**src/sv/lmts_pkg.sv**
```systemverilog
// Shared types, constants and helpers for the LCD mode timing sequencer.
// No dependencies; imported by the top level and by its checker.
`timescale 1ns / 1ps

package lmts_pkg;

   // Display modes as the status register reports them.
   typedef enum logic [1:0] {
      MODE_HBLANK = 2'd0,
      MODE_VBLANK = 2'd1,
      MODE_OAM    = 2'd2,
      MODE_XFER   = 2'd3
   } mode_type;

   // Configuration register indexes.
   localparam int CSR_INDEX_W = 3;
   localparam int CSR_DATA_W  = 11;

   localparam logic [CSR_INDEX_W-1:0] CSR_LINE_COMPARE = 3'd0;
   localparam logic [CSR_INDEX_W-1:0] CSR_STAT_ENABLES = 3'd1;
   localparam logic [CSR_INDEX_W-1:0] CSR_HBLANK_CYC   = 3'd2;
   localparam logic [CSR_INDEX_W-1:0] CSR_OAM_CYC      = 3'd3;
   localparam logic [CSR_INDEX_W-1:0] CSR_XFER_CYC     = 3'd4;
   localparam logic [CSR_INDEX_W-1:0] CSR_LINE_CYC     = 3'd5;

   // Bits of the stat interrupt enable register.
   localparam int STAT_EN_HBLANK = 0;
   localparam int STAT_EN_VBLANK = 1;
   localparam int STAT_EN_OAM    = 2;
   localparam int STAT_EN_LYC    = 3;

   // Default frame geometry.
   localparam int DEF_VISIBLE_LINES = 144;
   localparam int DEF_TOTAL_LINES   = 154;

   // Register values after reset.
   localparam logic [9:0]  RST_HBLANK_CYC = 10'd204;
   localparam logic [9:0]  RST_OAM_CYC    = 10'd80;
   localparam logic [9:0]  RST_XFER_CYC   = 10'd172;
   localparam logic [10:0] RST_LINE_CYC   = 11'd456;

   // Clamp an 18-bit signed intermediate to the 16-bit signed counter range.
   function automatic logic signed [15:0] sat16(input logic signed [17:0] v);
      logic signed [15:0] r;
      if (v > 18'sd32767) begin
         r = 16'sh7fff;
      end else if (v < -18'sd32768) begin
         r = 16'sh8000;
      end else begin
         r = v[15:0];
      end
      return r;
   endfunction

endpackage

```
**src/sv/lcd_mode_timing_sequencer.sv**
```systemverilog
// Top level of the LCD mode timing sequencer: mode, scanline and interrupt timing.
// Depends on lmts_pkg for mode codes, register indexes and the saturating helper.
`timescale 1ns / 1ps

// Channel   Direction  Handshake            Payload
// req_      in         req_valid/req_stall  elapsed (8), display_on (1)
// rsp_      out        rsp_valid/rsp_stall  cur_mode, cur_line, coincident, irq pulses
// csr_      in         csr_valid/csr_ready  index (3), wdata (11)
//
// Every item is held in the input register, then passes through the step logic into
// the result register. A new item is taken every cycle unless the result stalls; the
// step logic updates the timing state in the same cycle it loads the result, so one
// item follows another directly.
// Reset loads the default register values and clears mode, line and coincidence.
// A stalled result holds both stages; the input side stalls only when both are full.

module lcd_mode_timing_sequencer #(
   parameter int VISIBLE_LINES = lmts_pkg::DEF_VISIBLE_LINES,
   parameter int TOTAL_LINES   = lmts_pkg::DEF_TOTAL_LINES
) (
   input  logic                               clock,
   input  logic                               reset,
   // input channel
   input  logic                               req_valid,
   output logic                               req_stall,
   input  logic [7:0]                         req_elapsed,
   input  logic                               req_display_on,
   // result channel
   output logic                               rsp_valid,
   input  logic                               rsp_stall,
   output logic [1:0]                         rsp_cur_mode,
   output logic [7:0]                         rsp_cur_line,
   output logic                               rsp_coincident,
   output logic                               rsp_vblank_irq,
   output logic                               rsp_stat_irq,
   output logic                               rsp_render_line,
   // configuration channel
   input  logic                               csr_valid,
   output logic                               csr_ready,
   input  logic [lmts_pkg::CSR_INDEX_W-1:0]   csr_index,
   input  logic [lmts_pkg::CSR_DATA_W-1:0]    csr_wdata
);

   import lmts_pkg::*;

   localparam logic [7:0] VisLine   = 8'(VISIBLE_LINES);
   localparam logic [7:0] TotalLine = 8'(TOTAL_LINES);

   // Configuration registers
   logic [7:0]  line_compare_ff;
   logic [3:0]  stat_en_ff;
   logic [9:0]  hblank_cyc_ff;
   logic [9:0]  oam_cyc_ff;
   logic [9:0]  xfer_cyc_ff;
   logic [10:0] line_cyc_ff;

   // Input register
   logic        in_valid_ff, in_valid_in;
   logic [7:0]  elapsed_ff;
   logic        display_on_ff;

   // Timing state
   mode_type           mode_ff, mode_in;
   logic [7:0]         line_ff, line_in;
   logic               coincide_ff, coincide_in;
   logic signed [15:0] hblank_left_ff, hblank_left_in;
   logic signed [15:0] oam_left_ff, oam_left_in;
   logic signed [15:0] xfer_left_ff, xfer_left_in;
   logic signed [15:0] line_left_ff, line_left_in;

   // Result register
   logic        out_valid_ff, out_valid_in;
   logic [1:0]  out_mode_ff;
   logic [7:0]  out_line_ff;
   logic        out_coincide_ff;
   logic        out_vblank_ff, vblank_in;
   logic        out_stat_ff, stat_in;
   logic        out_render_ff, render_in;

   // Pipeline control
   logic out_free;
   logic step_go;
   logic req_take;

   assign out_free  = !out_valid_ff || !rsp_stall;
   assign step_go   = in_valid_ff && out_free;
   assign req_stall = in_valid_ff && !out_free;
   assign req_take  = req_valid && !req_stall;
   assign csr_ready = 1'b1;

   always_comb begin
      if (req_take) begin
         in_valid_in = 1'b1;
      end else if (step_go) begin
         in_valid_in = 1'b0;
      end else begin
         in_valid_in = in_valid_ff;
      end
   end

   always_comb begin
      if (step_go) begin
         out_valid_in = 1'b1;
      end else if (!rsp_stall) begin
         out_valid_in = 1'b0;
      end else begin
         out_valid_in = out_valid_ff;
      end
   end

   // One timing step: mode phase, then line counter, then vblank entry.
   always_comb begin
      logic signed [17:0] e_s;
      logic               hb_exit;
      mode_type           start_mode;
      logic [7:0]         line_inc;

      e_s        = $signed({10'd0, elapsed_ff});
      start_mode = mode_ff;
      hb_exit    = 1'b0;
      line_inc   = line_ff + 8'd1;

      mode_in        = mode_ff;
      line_in        = line_ff;
      coincide_in    = coincide_ff;
      hblank_left_in = hblank_left_ff;
      oam_left_in    = oam_left_ff;
      xfer_left_in   = xfer_left_ff;
      line_left_in   = line_left_ff;
      vblank_in      = 1'b0;
      stat_in        = 1'b0;
      render_in      = 1'b0;

      if (!display_on_ff) begin
         // Display off reloads all counters and clears position.
         hblank_left_in = $signed({6'd0, hblank_cyc_ff});
         oam_left_in    = $signed({6'd0, oam_cyc_ff});
         xfer_left_in   = $signed({6'd0, xfer_cyc_ff});
         line_left_in   = $signed({5'd0, line_cyc_ff});
         line_in        = 8'd0;
         mode_in        = MODE_HBLANK;
         coincide_in    = 1'b0;
      end else begin
         // Mode phase: count down, carry the overshoot into the next phase.
         unique case (start_mode)
            MODE_OAM: begin
               oam_left_in = sat16(18'(oam_left_ff) - e_s);
               if (oam_left_in <= 16'sd0) begin
                  xfer_left_in = sat16(18'(xfer_left_ff) + 18'(oam_left_in));
                  oam_left_in  = $signed({6'd0, oam_cyc_ff});
                  mode_in      = MODE_XFER;
               end
            end
            MODE_XFER: begin
               xfer_left_in = sat16(18'(xfer_left_ff) - e_s);
               if (xfer_left_in <= 16'sd0) begin
                  hblank_left_in = sat16(18'(hblank_left_ff) + 18'(xfer_left_in));
                  xfer_left_in   = $signed({6'd0, xfer_cyc_ff});
                  mode_in        = MODE_HBLANK;
                  render_in      = (line_ff < VisLine);
                  stat_in        = stat_en_ff[STAT_EN_HBLANK];
               end
            end
            MODE_HBLANK: begin
               hblank_left_in = sat16(18'(hblank_left_ff) - e_s);
               hb_exit        = (hblank_left_in <= 16'sd0) && (line_ff < VisLine);
               if (hb_exit) begin
                  oam_left_in    = sat16(18'(oam_left_ff) + 18'(hblank_left_in));
                  hblank_left_in = $signed({6'd0, hblank_cyc_ff});
                  mode_in        = MODE_OAM;
                  stat_in        = stat_en_ff[STAT_EN_OAM];
               end
            end
            MODE_VBLANK: begin
               if (line_ff == 8'd0) begin
                  mode_in = MODE_OAM;
                  stat_in = stat_en_ff[STAT_EN_OAM];
               end
            end
            default: begin
               mode_in = mode_ff;
            end
         endcase

         // Line counter: compare uses the line before the increment.
         line_left_in = sat16(18'(line_left_ff) - e_s);
         if (line_left_in <= 16'sd0) begin
            line_left_in = sat16(18'(line_left_in) + $signed({7'd0, line_cyc_ff}));
            coincide_in  = (line_compare_ff == line_ff);
            if (coincide_in && stat_en_ff[STAT_EN_LYC]) begin
               stat_in = 1'b1;
            end
            line_in = (line_inc == TotalLine) ? 8'd0 : line_inc;
         end

         // Entering vertical blank.
         if (line_in == VisLine && start_mode != MODE_VBLANK) begin
            hblank_left_in = $signed({6'd0, hblank_cyc_ff});
            mode_in        = MODE_VBLANK;
            vblank_in      = 1'b1;
            if (stat_en_ff[STAT_EN_VBLANK]) begin
               stat_in = 1'b1;
            end
         end
      end
   end

   // Registers: configuration, input stage, timing state and result stage.
   always_ff @(posedge clock) begin
      if (reset) begin
         line_compare_ff <= 8'd0;
         stat_en_ff      <= 4'd0;
         hblank_cyc_ff   <= RST_HBLANK_CYC;
         oam_cyc_ff      <= RST_OAM_CYC;
         xfer_cyc_ff     <= RST_XFER_CYC;
         line_cyc_ff     <= RST_LINE_CYC;
         in_valid_ff     <= 1'b0;
         out_valid_ff    <= 1'b0;
         mode_ff         <= MODE_HBLANK;
         line_ff         <= 8'd0;
         coincide_ff     <= 1'b0;
         hblank_left_ff  <= $signed({6'd0, RST_HBLANK_CYC});
         oam_left_ff     <= $signed({6'd0, RST_OAM_CYC});
         xfer_left_ff    <= $signed({6'd0, RST_XFER_CYC});
         line_left_ff    <= $signed({5'd0, RST_LINE_CYC});
      end else begin
         if (csr_valid && csr_ready) begin
            unique case (csr_index)
               CSR_LINE_COMPARE: line_compare_ff <= csr_wdata[7:0];
               CSR_STAT_ENABLES: stat_en_ff      <= csr_wdata[3:0];
               CSR_HBLANK_CYC:   hblank_cyc_ff   <= csr_wdata[9:0];
               CSR_OAM_CYC:      oam_cyc_ff      <= csr_wdata[9:0];
               CSR_XFER_CYC:     xfer_cyc_ff     <= csr_wdata[9:0];
               CSR_LINE_CYC:     line_cyc_ff     <= csr_wdata[10:0];
               default: begin
               end
            endcase
         end
         in_valid_ff  <= in_valid_in;
         out_valid_ff <= out_valid_in;
         // Payload of the input stage; only its valid bit is reset.
         if (req_take) begin
            elapsed_ff    <= req_elapsed;
            display_on_ff <= req_display_on;
         end
         if (step_go) begin
            mode_ff         <= mode_in;
            line_ff         <= line_in;
            coincide_ff     <= coincide_in;
            hblank_left_ff  <= hblank_left_in;
            oam_left_ff     <= oam_left_in;
            xfer_left_ff    <= xfer_left_in;
            line_left_ff    <= line_left_in;
            out_mode_ff     <= mode_in;
            out_line_ff     <= line_in;
            out_coincide_ff <= coincide_in;
            out_vblank_ff   <= vblank_in;
            out_stat_ff     <= stat_in;
            out_render_ff   <= render_in;
         end
      end
   end

   assign rsp_valid       = out_valid_ff;
   assign rsp_cur_mode    = out_mode_ff;
   assign rsp_cur_line    = out_line_ff;
   assign rsp_coincident  = out_coincide_ff;
   assign rsp_vblank_irq  = out_vblank_ff;
   assign rsp_stat_irq    = out_stat_ff;
   assign rsp_render_line = out_render_ff;

endmodule

```
**config.mk**
```make
export PLATFORM = sky130hd
export DESIGN_NAME = lcd_mode_timing_sequencer
export DESIGN_NICKNAME = d
export VERILOG_FILES = /design/src/sv/lmts_pkg.sv /design/src/sv/lcd_mode_timing_sequencer.sv
export SDC_FILE = /design/constraint.sdc
export NUM_CORES = 1
export LEC_CHECK = 0
export ABC_AREA = 1
export BUFFER_PORTS_ARGS = -buffer_cell sky130_fd_sc_hd__buf_2
export CORE_MARGIN = 1
export CORE_UTILIZATION = 45
export CTS_BUF_LIST = sky130_fd_sc_hd__clkbuf_16
export CTS_CLUSTER_DIAMETER = 40
export DETAILED_ROUTE_END_ITERATION = 10
export PLACE_DENSITY = 0.63
export RECOVER_POWER = 25
export SYNTH_ARGS = -nofsm -noshare
export SYNTH_HDL_FRONTEND = slang
export SYNTH_SLANG_ARGS = --single-unit
```
**constraint.sdc**
```tcl
create_clock -name clock -period 9.97 [get_ports clock]
set_input_delay 1.994 -clock clock [delete_from_list [all_inputs] [get_ports clock]]
set_output_delay 1.994 -clock clock [all_outputs]
set_load 0.01 [all_outputs]
```
==> out/results.tsv <==
metric	value	unit
run status	finished, violations left	
failing checks	capacitance limit, slew limit	
Comb power frac	0.485	
root cell of the clock tree	clkbuf_16	
first-pass GRT wire length	71100	µm
leading post-synthesis cells by cell area	dfxtp_1 (19%), nand2_1 (13%), ha_1 (8.8%), a21oi_1 (7.9%), o21ai_0 (6.5%)	
maximum vdd ir drop	0.000109	V
count of mapped cells out of synthesis	2078	
max-cap violation count	2	
clock latency of the later-clocked register in the worst-skew pair	0.45	ns
net count of the mapped netlist	2208	
number of buffers between clock root and the deepest sink	2	
Finish-stage setup viols	0	
area of the core	28900	µm²
final-report hold violation count	0	
mean number of vias per cell	5.71	
category of the worst setup path capture point	flip-flop	
share of synthesized registers carrying an async set or reset	0	
H-tree depth	4	
GRT Total Usage	0.299	
number of setup buffers added after CTS	0	
Layout Cell Area excl Fill	14400	µm²
sequential element share of the synthesized area	0.246	
startpoint type of the worst setup path	input port	
summed instance area of the synthesized netlist	13400	µm²
Pre-antenna DRT Iters	6	
post-route DRC violation count	0	
family with the most delay on the worst path	buffers and inverters	
post-cts sizing count	0	
internal power consumption	1.43	mW
maximum clock rate	144	MHz
Total Die Area	30400	µm²
Pwr per Cell Area	186	nW/µm²
total negative setup slack	0	ns
TritonCTS Buffers	17	
power dissipated by switching net loads	1.25	mW
proportion of netlist area held by the largest area contributor	0.195	
clk_skew	0.0170	ns
Max FO, Critical Path	81	
maximum number of pins on one net before global-route repair	82	
slew at the pin closest to its max-slew limit	3.45	ns
number of flops mapped to enable cells by yosys	23	
number of antenna violations at the first check in global routing	1	
layout cell share with drive strength beyond 1	0.0557	
sw frac	0.466	
WL/cell	18.3	µm
number of buffers inserted for hold repair after clock tree synthesis	0	
cell with the biggest individual delay on the critical path	clkbuf_1	
cell with the most instances after synthesis	nand2_1	
most area-hungry cell type in the Yosys netlist	dfxtp_1	
y dimension of the die	174	µm
Initial Utilization	0.462	
Routed WL	45400	µm
Port Buffer Count	43	
TritonCTS clock tree	yes	
Max stage delay on crit path	2.46	ns
Min Clock Period, post-route	6.95	ns
number of warnings issued by yosys	0	
number of max-slew violations in the final report	130	
path class of the lowest-slack min-delay path	reg2reg	
data arrival time of the worst path	7.03	ns
boundary pin count	45	
Yosys reg bits	153	
Starting DRT DRC Count	1424	
die extent in x	174	µm
final HPWL from detailed placement	35300	µm
standard-cell row count	62	
TritonCTS sink count	153	
Worst Hold Margin	0.461	ns
antenna-violating nets left	0	
Syn-to-layout area delta	7.93	%
required time of the worst setup path	10.06	ns
Clock power frac	0.257	
overall via count from detail_route	14200	
post-route total power	2.68	mW
Critical Setup Path Class	in2reg	
critical path cell sequence	buf_2 > clkbuf_1 > inv_1 > clkbuf_1 > o211ai_1 > inv_1	
leakage power total	6.77	nW
count of distinct cell types in the synthesized netlist	56	
Diodes inserted	0	
sequential power share	0.258	
placement-stage cell area	13800	µm²
count of buffer and inverter cells on the critical path	5	
total gr overflow	0	
Slew Limit Headroom	-1.30	
last weighted congestion value of the routability-driven placer	1.05	
fin crit share	0.697	
final-stage net count	2219	
setup repair after global routing missed its margin	no	
vias in the first global route	13100	
average footprint of a synthesized cell	6.44	µm²
Top FF cell, synth	dfxtp_1	
cell types with the highest counts after synthesis	nand2_1 (478), inv_1 (230), nor2_1 (218)	
Clk pin slew, worst setup/hold paths	0.08	ns
-- layout by cell type, fill, tap and decap left out, types with 4 or more instances in the layout --
cell type / count
inv_8: 4
nor3_1: 25
a31oi_1: 9
o21ai_1: 6
clkbuf_16: 17
inv_2: 6
o21a_1: 6
buf_4: 6
a21oi_1: 212
clkbuf_1: 24
buf_2: 21
fa_1: 8
dfxtp_1: 130
o31ai_1: 11
nand2_1: 478
clkinv_8: 5
xnor2_1: 25
xor2_1: 70
clkinv_1: 5
nand2_2: 14
o211ai_1: 25
nor2_1: 217
nand2_4: 6
nand4_1: 26
ha_1: 94
edfxtp_1: 23
a21boi_0: 4
nand3_2: 5
nor2_2: 6
or2_2: 8
o21ai_0: 173
o21bai_1: 8
nand3_1: 140
inv_1: 230
nand3b_1: 9
-- path summary, 6_finish.rpt --
kind	startpoint	end	slack, ns	depth (start not counted)
min reg2reg	hblank_cyc_ff[1]$_SDFFE_PP0P_	hblank_cyc_ff[1]$_SDFFE_PP0P_	0.46	2
min	hblank_cyc_ff[1]$_SDFFE_PP0P_	hblank_cyc_ff[1]$_SDFFE_PP0P_	0.46	2
max	reset	elapsed_ff[2]$_DFFE_PP_	3.02	6
max reg2reg	elapsed_ff[4]$_DFFE_PP_	hblank_left_ff[1]$_SDFFE_PP0P_	4.02	28
-- area by class of cell --
type                       instances  area, µm²
timing repair buffer              51        240
sequential                       153       3290
inverter                         242        913
fill                            3036      14500
multi-input combinational       1624       8890
tap                              384        480
clock buffer                      17        425
clock inverter                    15        194
-- tightest hold or removal path, delay by kind of cell, from the launching register on --
kind            cells  cell delay [ns]
compound gates      1             0.06
buf+inv             1             0.06
flops               1             0.30
-- flip-flops by register name, summed over array words and instances (netlist names), 10 cells and up --
| signal | flops |
|---|---|
| line_left_ff | 16 |
| oam_cyc_ff | 10 |
| xfer_cyc_ff | 10 |
| hblank_cyc_ff | 10 |
| oam_left_ff | 16 |
| xfer_left_ff | 16 |
| line_cyc_ff | 11 |
| hblank_left_ff | 16 |
-- power by group through the flow --
stage          clock (mW)  combinational [mW]  sequential [mW]
2_1_floorplan           0               0.951            0.690
3_3_place_gp            0                1.27            0.704
3_5_place_dp            0                1.26            0.704
4_1_cts             0.695                1.27            0.690
5_1_grt             0.724                1.45            0.695
6_report            0.688                1.30            0.692
-- per-stage QoR --
step,instances,setup slack [ns],utilization
after floorplan,2078,5.44,-
after global placement,2454,4.08,0.479
after detailed placement,2454,4.10,0.479
after CTS,2486,4.11,0.500
after global routing,2486,2.51,0.499
final,2486,3.02,0.499
-- cells by family after synthesis --
logic type / Yosys count / share of synthesized area
AND/OR/NAND/NOR: 952 / 0.308
AO/OA/AOI/OAI: 474 / 0.194
buffers and inverters: 301 / 0.0894
XOR/XNOR: 95 / 0.0622
flip-flops: 153 / 0.246
other: 1 / 0.000280
adder cells (fa/ha/maj): 102 / 0.0999
-- layer usage --
metal,GRT usage,wire length (µm),vias up
li1,-,-,6941
met1,0.416,20700,6604
met2,0.466,19700,556
met3,0.0545,3760,84
met4,0.0932,1210,2
met5,0,8,-
Power figures use the tool's default switching activity.
